File: src/sv/sfn_pkg.sv
// Shared constants, word types and controller states of the spectral flux novelty core.
// Depends on nothing; the core and its testbench import it, sfn_ram does not.
package sfn_pkg;

  // Frame geometry
  localparam int NUM_BINS = 64;
  localparam int POS_W    = $clog2(NUM_BINS);

  // Field widths
  localparam int MAG_W   = 24;
  localparam int ACC_W   = 30;
  localparam int ALPHA_W = 16;
  localparam int NOV_W   = 16;
  localparam int FRAC_W  = 12;   // fraction bits of the Q4.12 novelty

  // Datapath widths of the baseline multiply
  localparam int HI_W   = ACC_W + 2;
  localparam int PROD_W = HI_W + ALPHA_W;

  localparam logic [ACC_W-1:0]   ACC_MAX     = '1;
  localparam logic [NOV_W-1:0]   NOVELTY_MAX = 16'd40960;
  localparam logic [ALPHA_W-1:0] ALPHA_RESET = 16'd64880;
  localparam logic [PROD_W-1:0]  ROUND_HALF  = PROD_W'(32768);

  // Configuration port
  localparam int CFG_IDX_W  = 1;
  localparam int CFG_DATA_W = 16;
  localparam logic [CFG_IDX_W-1:0] REG_ENABLED = 1'd0;
  localparam logic [CFG_IDX_W-1:0] REG_ALPHA   = 1'd1;

  // Input word kinds
  localparam logic KIND_SAMPLE = 1'b0;
  localparam logic KIND_CLEAR  = 1'b1;

  // Serial step counts
  localparam int ACC_STEPS = ACC_W;
  localparam int MUL_STEPS = ALPHA_W;
  localparam int DIV_STEPS = NOV_W;
  localparam int CNT_W     = $clog2(ACC_STEPS);

  typedef struct packed {
    logic             kind;
    logic [MAG_W-1:0] magnitude;
  } in_word_t;

  typedef struct packed {
    logic [NOV_W-1:0] novelty;
    logic [ACC_W-1:0] flux_sum;
    logic [ACC_W-1:0] baseline_level;
  } out_word_t;

  typedef enum logic [3:0] {
    ST_IDLE,
    ST_READ,
    ST_ACCUM,
    ST_MPREP,
    ST_MULT,
    ST_MIX,
    ST_DINIT,
    ST_DIV,
    ST_EMIT
  } sfn_state_t;

endpackage

File: src/sv/spectral_flux_novelty_core.sv
// Spectral flux novelty core: bit-serial rectified flux, EMA baseline and novelty divide.
// Depends on sfn_pkg and on sfn_ram for the previous-frame bin store.
//
//   port group  direction  handshake           word
//   in          to core    in_valid/in_stall   in_word  (kind, magnitude)
//   out         from core  out_valid/out_stall out_word (novelty, flux_sum, baseline_level)
//   cfg         to core    cfg_write           cfg_index, cfg_data
//
// A clear word, and any bin word while disabled, is taken in the idle state; the last bin
// of a frame while disabled adds the output load, which waits while out_stall holds.
// An enabled bin word goes through accept, bin store read and 30 bit-serial add steps.
// The last bin of a frame adds a multiply setup state, 16 multiply steps for the baseline,
// a mix state, a divide setup state, 16 restoring divide steps and the output load, which
// waits while out_stall holds.
// Synchronous reset clears history and control registers and sets the baseline to 1 at once; no clearing pass.
// A finished result waits in the output register; only the next result load waits on it.
module spectral_flux_novelty_core
  import sfn_pkg::*;
(
  input  logic                  clk,
  input  logic                  rst,
  input  logic                  in_valid,
  output logic                  in_stall,
  input  in_word_t              in_word,
  output logic                  out_valid,
  input  logic                  out_stall,
  output out_word_t             out_word,
  input  logic                  cfg_write,
  input  logic [CFG_IDX_W-1:0]  cfg_index,
  input  logic [CFG_DATA_W-1:0] cfg_data
);

  sfn_state_t state, state_next;

  // Configuration and frame state
  logic                 enabled;
  logic [ALPHA_W-1:0]   baseline_alpha;
  logic [POS_W-1:0]     pos;
  logic [ACC_W-1:0]     acc;
  logic [ACC_W-1:0]     baseline;
  logic [NUM_BINS-1:0]  bin_vld;

  // Per-word working registers
  logic [MAG_W-1:0]     mag_sh;
  logic [MAG_W-1:0]     prev_sh;
  logic [ACC_W-1:0]     acc_sh;
  logic [ACC_W-1:0]     sum_sh;
  logic                 borrow;
  logic                 carry;
  logic [POS_W-1:0]     wr_addr;
  logic                 last_q;
  logic                 prev_vld;
  logic [CNT_W-1:0]     cnt;

  // Multiply and divide registers
  logic [HI_W-1:0]      d_reg;
  logic [HI_W-1:0]      hi;
  logic [ALPHA_W-1:0]   lo;
  logic [ACC_W:0]       v_reg;
  logic [ACC_W:0]       rem;
  logic [NOV_W-1:0]     dl;
  logic [NOV_W-1:0]     q;
  logic                 sat;

  // Handshake and control
  logic                 in_accept;
  logic                 pos_last;
  logic                 out_free;
  logic                 out_load;
  logic                 ram_re;
  logic                 ram_we;
  logic [MAG_W-1:0]     ram_rdata;

  // Serial slice and wide datapath terms
  logic                 m_bit, p_bit, a_bit, d_bit, s_bit;
  logic                 borrow_next, carry_next;
  logic [ACC_W-1:0]     sum_full;
  logic [HI_W-1:0]      hi_sum;
  logic [PROD_W-1:0]    mix;
  logic [ACC_W+1:0]     t_div;
  logic [ACC_W+1:0]     t_sub;
  logic                 t_ge;
  logic [NOV_W-1:0]     nov_final;

  assign in_accept = in_valid && !in_stall;
  assign pos_last  = (pos == POS_W'(NUM_BINS - 1));
  assign out_free  = !out_valid || !out_stall;

  // One bit of subtract and one bit of accumulate per cycle, LSB first
  assign m_bit       = mag_sh[0];
  assign p_bit       = prev_sh[0];
  assign a_bit       = acc_sh[0];
  assign d_bit       = m_bit ^ p_bit ^ borrow;
  assign borrow_next = (~m_bit & p_bit) | (~(m_bit ^ p_bit) & borrow);
  assign s_bit       = a_bit ^ d_bit ^ carry;
  assign carry_next  = (a_bit & d_bit) | (carry & (a_bit ^ d_bit));
  assign sum_full    = {s_bit, sum_sh[ACC_W-1:1]};

  // Shift-add step of alpha * (baseline - flux)
  assign hi_sum = hi + (lo[0] ? d_reg : '0);

  // flux * 2^16 + alpha * (baseline - flux) + half LSB
  assign mix = {2'b00, acc, {ALPHA_W{1'b0}}} + {hi, lo} + ROUND_HALF;

  // Restoring divide step
  assign t_div = {rem, dl[NOV_W-1]};
  assign t_sub = t_div - {1'b0, v_reg};
  assign t_ge  = (t_div >= {1'b0, v_reg});

  assign nov_final = (sat || (q > NOVELTY_MAX)) ? NOVELTY_MAX : q;

  // Previous-frame bin store
  sfn_ram #(
    .WIDTH (MAG_W),
    .DEPTH (NUM_BINS)
  ) u_bins (
    .clk   (clk),
    .we    (ram_we),
    .waddr (wr_addr),
    .wdata (mag_sh),
    .re    (ram_re),
    .raddr (pos),
    .rdata (ram_rdata)
  );

  // Next state
  always_comb begin
    state_next = state;
    unique case (state)
      ST_IDLE: begin
        if (in_valid) begin
          if (in_word.kind == KIND_CLEAR) begin
            state_next = ST_IDLE;
          end else if (!enabled) begin
            state_next = pos_last ? ST_EMIT : ST_IDLE;
          end else begin
            state_next = ST_READ;
          end
        end
      end
      ST_READ:  state_next = ST_ACCUM;
      ST_ACCUM: begin
        if (cnt == CNT_W'(ACC_STEPS - 1)) begin
          state_next = last_q ? ST_MPREP : ST_IDLE;
        end
      end
      ST_MPREP: state_next = ST_MULT;
      ST_MULT: begin
        if (cnt == CNT_W'(MUL_STEPS - 1)) begin
          state_next = ST_MIX;
        end
      end
      ST_MIX:   state_next = ST_DINIT;
      ST_DINIT: state_next = ST_DIV;
      ST_DIV: begin
        if (cnt == CNT_W'(DIV_STEPS - 1)) begin
          state_next = ST_EMIT;
        end
      end
      ST_EMIT: begin
        if (out_free) begin
          state_next = ST_IDLE;
        end
      end
      default:  state_next = ST_IDLE;
    endcase
  end

  // Control outputs
  always_comb begin
    in_stall = (state != ST_IDLE);
    ram_re   = (state == ST_IDLE) && in_valid && (in_word.kind == KIND_SAMPLE) && enabled;
    ram_we   = (state == ST_READ);
    out_load = (state == ST_EMIT) && out_free;
  end

  // Control state, frame state and configuration
  always_ff @(posedge clk) begin
    if (rst) begin
      state          <= ST_IDLE;
      enabled        <= 1'b0;
      baseline_alpha <= ALPHA_RESET;
      pos            <= '0;
      acc            <= '0;
      baseline       <= ACC_W'(1);
      bin_vld        <= '0;
      out_valid      <= 1'b0;
    end else begin
      state <= state_next;

      // Take configuration writes
      if (cfg_write) begin
        unique case (cfg_index)
          REG_ENABLED: enabled        <= cfg_data[0];
          REG_ALPHA:   baseline_alpha <= cfg_data[ALPHA_W-1:0];
        endcase
      end

      // Clear history or advance the bin position
      if (in_accept) begin
        if (in_word.kind == KIND_CLEAR) begin
          bin_vld  <= '0;
          acc      <= '0;
          baseline <= ACC_W'(1);
          pos      <= '0;
        end else begin
          pos <= pos_last ? '0 : pos + 1'b1;
          if (!enabled) begin
            acc <= '0;
          end
        end
      end

      // Mark the bin as written
      if (ram_we) begin
        bin_vld[wr_addr] <= 1'b1;
      end

      // Commit the rectified sum, saturated
      if ((state == ST_ACCUM) && (cnt == CNT_W'(ACC_STEPS - 1)) && !borrow_next) begin
        acc <= carry_next ? ACC_MAX : sum_full;
      end

      // Update the baseline
      if (state == ST_MIX) begin
        baseline <= mix[ALPHA_W +: ACC_W];
      end

      // Restart the accumulator after a result
      if (out_load) begin
        acc <= '0;
      end

      // Hold the result until it is taken
      if (out_load) begin
        out_valid <= 1'b1;
      end else if (!out_stall) begin
        out_valid <= 1'b0;
      end
    end
  end

  // Serial datapath registers
  always_ff @(posedge clk) begin
    unique case (state)
      ST_IDLE: begin
        if (in_accept) begin
          mag_sh   <= in_word.magnitude;
          wr_addr  <= pos;
          last_q   <= pos_last;
          prev_vld <= bin_vld[pos];
          q        <= '0;
          sat      <= 1'b0;
        end
      end
      ST_READ: begin
        prev_sh <= prev_vld ? ram_rdata : '0;
        acc_sh  <= acc;
        borrow  <= 1'b0;
        carry   <= 1'b0;
        cnt     <= '0;
      end
      ST_ACCUM: begin
        mag_sh  <= {1'b0, mag_sh[MAG_W-1:1]};
        prev_sh <= {1'b0, prev_sh[MAG_W-1:1]};
        acc_sh  <= {1'b0, acc_sh[ACC_W-1:1]};
        sum_sh  <= sum_full;
        borrow  <= borrow_next;
        carry   <= carry_next;
        cnt     <= cnt + 1'b1;
      end
      ST_MPREP: begin
        d_reg <= {2'b00, baseline} - {2'b00, acc};
        hi    <= '0;
        lo    <= baseline_alpha;
        cnt   <= '0;
      end
      ST_MULT: begin
        hi  <= {hi_sum[HI_W-1], hi_sum[HI_W-1:1]};
        lo  <= {hi_sum[0], lo[ALPHA_W-1:1]};
        cnt <= cnt + 1'b1;
      end
      ST_DINIT: begin
        v_reg <= {1'b0, baseline} + 1'b1;
        rem   <= (ACC_W+1)'(acc >> (NOV_W - FRAC_W));
        sat   <= ((ACC_W+1)'(acc >> (NOV_W - FRAC_W)) >= ({1'b0, baseline} + 1'b1));
        dl    <= {acc[NOV_W-FRAC_W-1:0], {FRAC_W{1'b0}}};
        q     <= '0;
        cnt   <= '0;
      end
      ST_DIV: begin
        rem <= t_ge ? t_sub[ACC_W:0] : t_div[ACC_W:0];
        q   <= {q[NOV_W-2:0], t_ge};
        dl  <= {dl[NOV_W-2:0], 1'b0};
        cnt <= cnt + 1'b1;
      end
      ST_EMIT: begin
        if (out_load) begin
          out_word.novelty        <= nov_final;
          out_word.flux_sum       <= acc;
          out_word.baseline_level <= baseline;
        end
      end
      default: begin
      end
    endcase
  end

endmodule

File: src/sv/sfn_ram.sv
// Generic single-write, single-read RAM with registered read data.
// Stand-alone; used for the previous-frame bin store.
module sfn_ram #(
  parameter int WIDTH = 8,
  parameter int DEPTH = 16,
  localparam int AW = $clog2(DEPTH)
) (
  input  logic             clk,
  input  logic             we,
  input  logic [AW-1:0]    waddr,
  input  logic [WIDTH-1:0] wdata,
  input  logic             re,
  input  logic [AW-1:0]    raddr,
  output logic [WIDTH-1:0] rdata
);

  logic [WIDTH-1:0] mem [DEPTH];

  // Write port
  always_ff @(posedge clk) begin
    if (we) begin
      mem[waddr] <= wdata;
    end
  end

  // Registered read port
  always_ff @(posedge clk) begin
    if (re) begin
      rdata <= mem[raddr];
    end
  end

endmodule

File: config.mk
export PLATFORM = sky130hd
export DESIGN_NAME = spectral_flux_novelty_core
export DESIGN_NICKNAME = d
export VERILOG_FILES = /design/src/sv/sfn_pkg.sv /design/src/sv/spectral_flux_novelty_core.sv /design/src/sv/sfn_ram.sv
export SDC_FILE = /design/constraint.sdc
export NUM_CORES = 2
export LEC_CHECK = 0
export BUFFER_PORTS_ARGS = -buffer_cell sky130_fd_sc_hd__buf_2
export CAP_MARGIN = 0
export CORE_MARGIN = 5
export CORE_UTILIZATION = 41
export CTS_BUF_LIST = sky130_fd_sc_hd__clkbuf_8 sky130_fd_sc_hd__clkbuf_16
export DETAILED_ROUTE_END_ITERATION = 10
export SYNTH_ARGS = -nofsm -noshare
export SYNTH_HDL_FRONTEND = slang
export SYNTH_SLANG_ARGS = --single-unit
File: constraint.sdc
create_clock -name clk -period 16.8 [get_ports clk]
set_input_delay 0.84 -clock clk [delete_from_list [all_inputs] [get_ports clk]]
set_output_delay 0.84 -clock clk [all_outputs]
set_load 0.005 [all_outputs]
==> out/results.txt <==
status: complete, no violations
fin crit share: 33.5%
post-synthesis sequential area ratio: 70.8%
worst r2r path cells: 8
critical path class: flip-flop to flip-flop
DP HPWL: 124,000 µm
mean area per synthesized cell: 17.4 µm²
Top Registers: u_bins.mem (1536), out_word (76), bin_vld (64)
crit end category: flip-flop
TritonCTS buffer count: 207
clock buffer depth: 3
Slew Viols, Final: 0
Die W: 467 µm
VDD IR-drop max: 0.000104 V
Initial Utilization: 41.3%
Final Setup Violations: 0
Hold/Removal Path Class: input pin to flip-flop
std cell rows: 167
initial antenna violation count: 18
clk_lat worst skew: 0.83 ns
Final Cell Area: 97,100 µm²
max FFs per register: 1,536
Seq pwr share: 53.8%
global-route wire length before repair: 314,000 µm
final net count: 5,346
Syn Nets: 5,122
Synth area leaders: edfxtp_1, mux4_2, dfxtp_1, ha_1, nand2_1
placement-stage cell area: 90,300 µm²
internal power: 8.34 mW
drt total wl: 215,000 µm
CP Max Fanout: 48
via count: 45,760
Worst Hold Launch: cfg_data[6]
layout cell share with drive strength beyond 1: 22.2%
Pwr Density: 109 nW/µm²
FF+latch count, synth: 2,071
Core ar.: 207,000 µm²
Critical R2R Capture: u_bins.rdata[21]$_DFFE_PP_
hold buffer count at CTS: 0
sum of negative setup slack: 0 ns
WHS: 0.224 ns
initial detailed-routing violation count: 4,825
GRT Resource Usage Total: 19.5%
Top FF cell, synth: edfxtp_1
routed vias/inst: 5.64
io pins: 125
GRT overflow: 0
Final ANT Viol Nets: 0
EDFF count, synth: 1,919
Gate power share: 3.0%
Worst Hold Path EP: baseline_alpha[6]$_SDFFE_PP1P_
Net Sw Frac: 20.9%
DRC: 0
post-synth top area share: 67.3%
R2R setup slack: 11.17 ns
CTS tree: yes
Root Driver: clkbuf_16
fmax: 178 MHz
worst-margin pin slew: 1.20 ns
clock skew: 0.0526 ns
Mapped Area: 85,600 µm²
WP data required: 17.36 ns
die extent in y: 467 µm
number of port buffers: 124
Cells after Synth: 4,918
Reg-to-Reg Start: pos[0]$_SDFFE_PP0P_
Synth async-reset ratio: 0%
yosys synthesis warning count: 0
static leakage: 31.5 nW
maxcap violations: 0
area grow syn2layout: 13.3%
RD Place Congestion: 0.859
Setup crit start kind: flip-flop
Slew HR: 20.1%
RSZ-0062 raised after global routing: no
cts repair resizes: 0
Clk pwr share: 43.3%
drt first pass iters: 7
largest net degree at the start of global routing: 148
hold path cells: 3
H-tree depth: 4
vias in the first global route: 46,311
post-route core utilization: 46.8%
Largest Register: u_bins.mem
Fin. Hold Viols: 0
post-synth top area cell: edfxtp_1
sinks on the clock net: 2,071
NetSw: 2.20 mW
# Post-CTS Setup Buffers: 0
final worst path period need: 5.63 ns
Die Footprint: 218,000 µm²
drt wl/cell: 26.6 µm
crit path DAT: 6.19 ns
Clk pin slew, worst setup/hold paths: 0.06 ns
post-synth cell types: 78
-- worst max-delay path by stage --
stage                                   start                          to  slack [ns]  cells past startpoint
final                     pos[0]$_SDFFE_PP0P_  u_bins.rdata[21]$_DFFE_PP_       11.17                      8
after global routing      pos[0]$_SDFFE_PP0P_  u_bins.rdata[22]$_DFFE_PP_       10.52                      8
after CTS                 pos[0]$_SDFFE_PP0P_  u_bins.rdata[21]$_DFFE_PP_       10.92                      8
after detailed placement  pos[0]$_SDFFE_PP0P_  u_bins.rdata[21]$_DFFE_PP_       10.93                      8
after global placement    pos[0]$_SDFFE_PP0P_  u_bins.rdata[21]$_DFFE_PP_       10.95                      8
after floorplan                     out_stall         acc[0]$_SDFFE_PP0P_       11.24                      4
-- cell type report --
type / count / area [µm²]
Clock buffer: 234 / 5570
Sequential cell: 2071 / 60700
Fill cell: 17459 / 110000
Tap cell: 2788 / 3490
Multi-Input combinational cell: 2491 / 24100
Inverter: 129 / 487
Antenna cell: 5 / 12.5
Clock inverter: 152 / 1180
Timing Repair Buffer: 242 / 1520
-- placed cells by master (no fill, tap or decap), drive strengths merged, types with 7 or more instances in the layout --
master / count
and2: 76
a21o: 63
dfxtp: 152
xor2: 43
mux4: 500
ha: 151
nor4: 7
clkbuf: 234
o211ai: 17
nand4: 19
and3: 22
a2111oi: 9
nand2: 433
a211oi: 10
o21a: 22
a21oi: 177
nor2: 243
mux2i: 40
a41oi: 7
clkinv: 73
and4: 9
xnor2: 74
nand3: 73
nor2b: 22
nor3: 27
inv: 192
a31oi: 11
a22o: 50
or3: 10
nand2b: 26
buf: 242
or2: 13
mux2: 27
bufinv: 13
edfxtp: 1919
nand3b: 20
o21ai: 199
o21bai: 12
-- power by group through the flow --
stage                     Clock, mW  Sequential (mW)  Combinational (mW)
after detailed placement          0             5.77               0.320
after CTS                      4.65             5.66               0.319
after global placement            0             5.77               0.313
after floorplan                   0             5.80               0.169
after global routing           4.87             5.66               0.337
final                          4.56             5.66               0.314
-- stage by stage --
stage / power [mW] / std cells / setup WS, ns
2_1_floorplan: 5.97 / 4918 / 11.24
3_3_place_gp: 6.09 / 7721 / 10.95
3_5_place_dp: 6.09 / 7721 / 10.93
4_1_cts: 10.6 / 8107 / 10.92
5_1_grt: 10.9 / 8108 / 10.52
6_report: 10.5 / 8112 / 11.17
-- metal layers --
metal,vias to the layer above,track usage [%],part of all wire (%)
met3,279,3.94,7.4
met4,2,4.90,2.3
met1,23898,26.6,41
met5,-,0,0.0060
li1,19943,-,-
met2,1638,32.4,49
-- cells by family after synthesis --
group,count (synthesis),share of synthesized area [%]
flip-flops,2071,70.8
AND/OR/NAND/NOR,1017,5.41
AO/OA/AOI/OAI,632,4.64
multiplexers,567,14.0
buffers and inverters,356,1.59
adder cells (fa/ha/maj),158,2.36
XOR/XNOR,117,1.20
-- synthesized netlist by cell type (all sizes together), types with 5 or more instances --
| library cell | count |
|---|---|
| nor2 | 243 |
| nand3 | 73 |
| o31a | 5 |
| nand2b | 26 |
| and3 | 22 |
| inv | 128 |
| a21o | 63 |
| o21bai | 12 |
| dfxtp | 152 |
| edfxtp | 1919 |
| fa | 6 |
| a21oi | 177 |
| xor2 | 43 |
| ha | 151 |
| a22oi | 6 |
| nand2 | 433 |
| o21a | 22 |
| and2 | 76 |
| a211o | 6 |
| clkbuf | 161 |
| a21boi | 6 |
| xnor2 | 74 |
| o21ai | 199 |
| nand3b | 20 |
| a211oi | 10 |
| and4 | 9 |
| buf | 66 |
| or2 | 13 |
| mux4 | 500 |
| nand4 | 19 |
| nor4 | 7 |
| nor2b | 22 |
| mux2i | 40 |
| a22o | 50 |
| nor3 | 27 |
| a41oi | 7 |
| a2111oi | 9 |
| mux2 | 27 |
| o211ai | 17 |
| or3 | 10 |
| a31oi | 11 |
-- critical path, cell delays in order, from the launching register on --
cell and delay [ns]:
dfxtp_4 0.94, buf_4 0.90, buf_4 0.84, buf_4 0.87
mux4_2 0.60, mux4_2 0.48, mux2_2 0.27, nand2_1 0.21
o21ai_1 0.10
No activity file was read; power rests on OpenSTA's default activity.
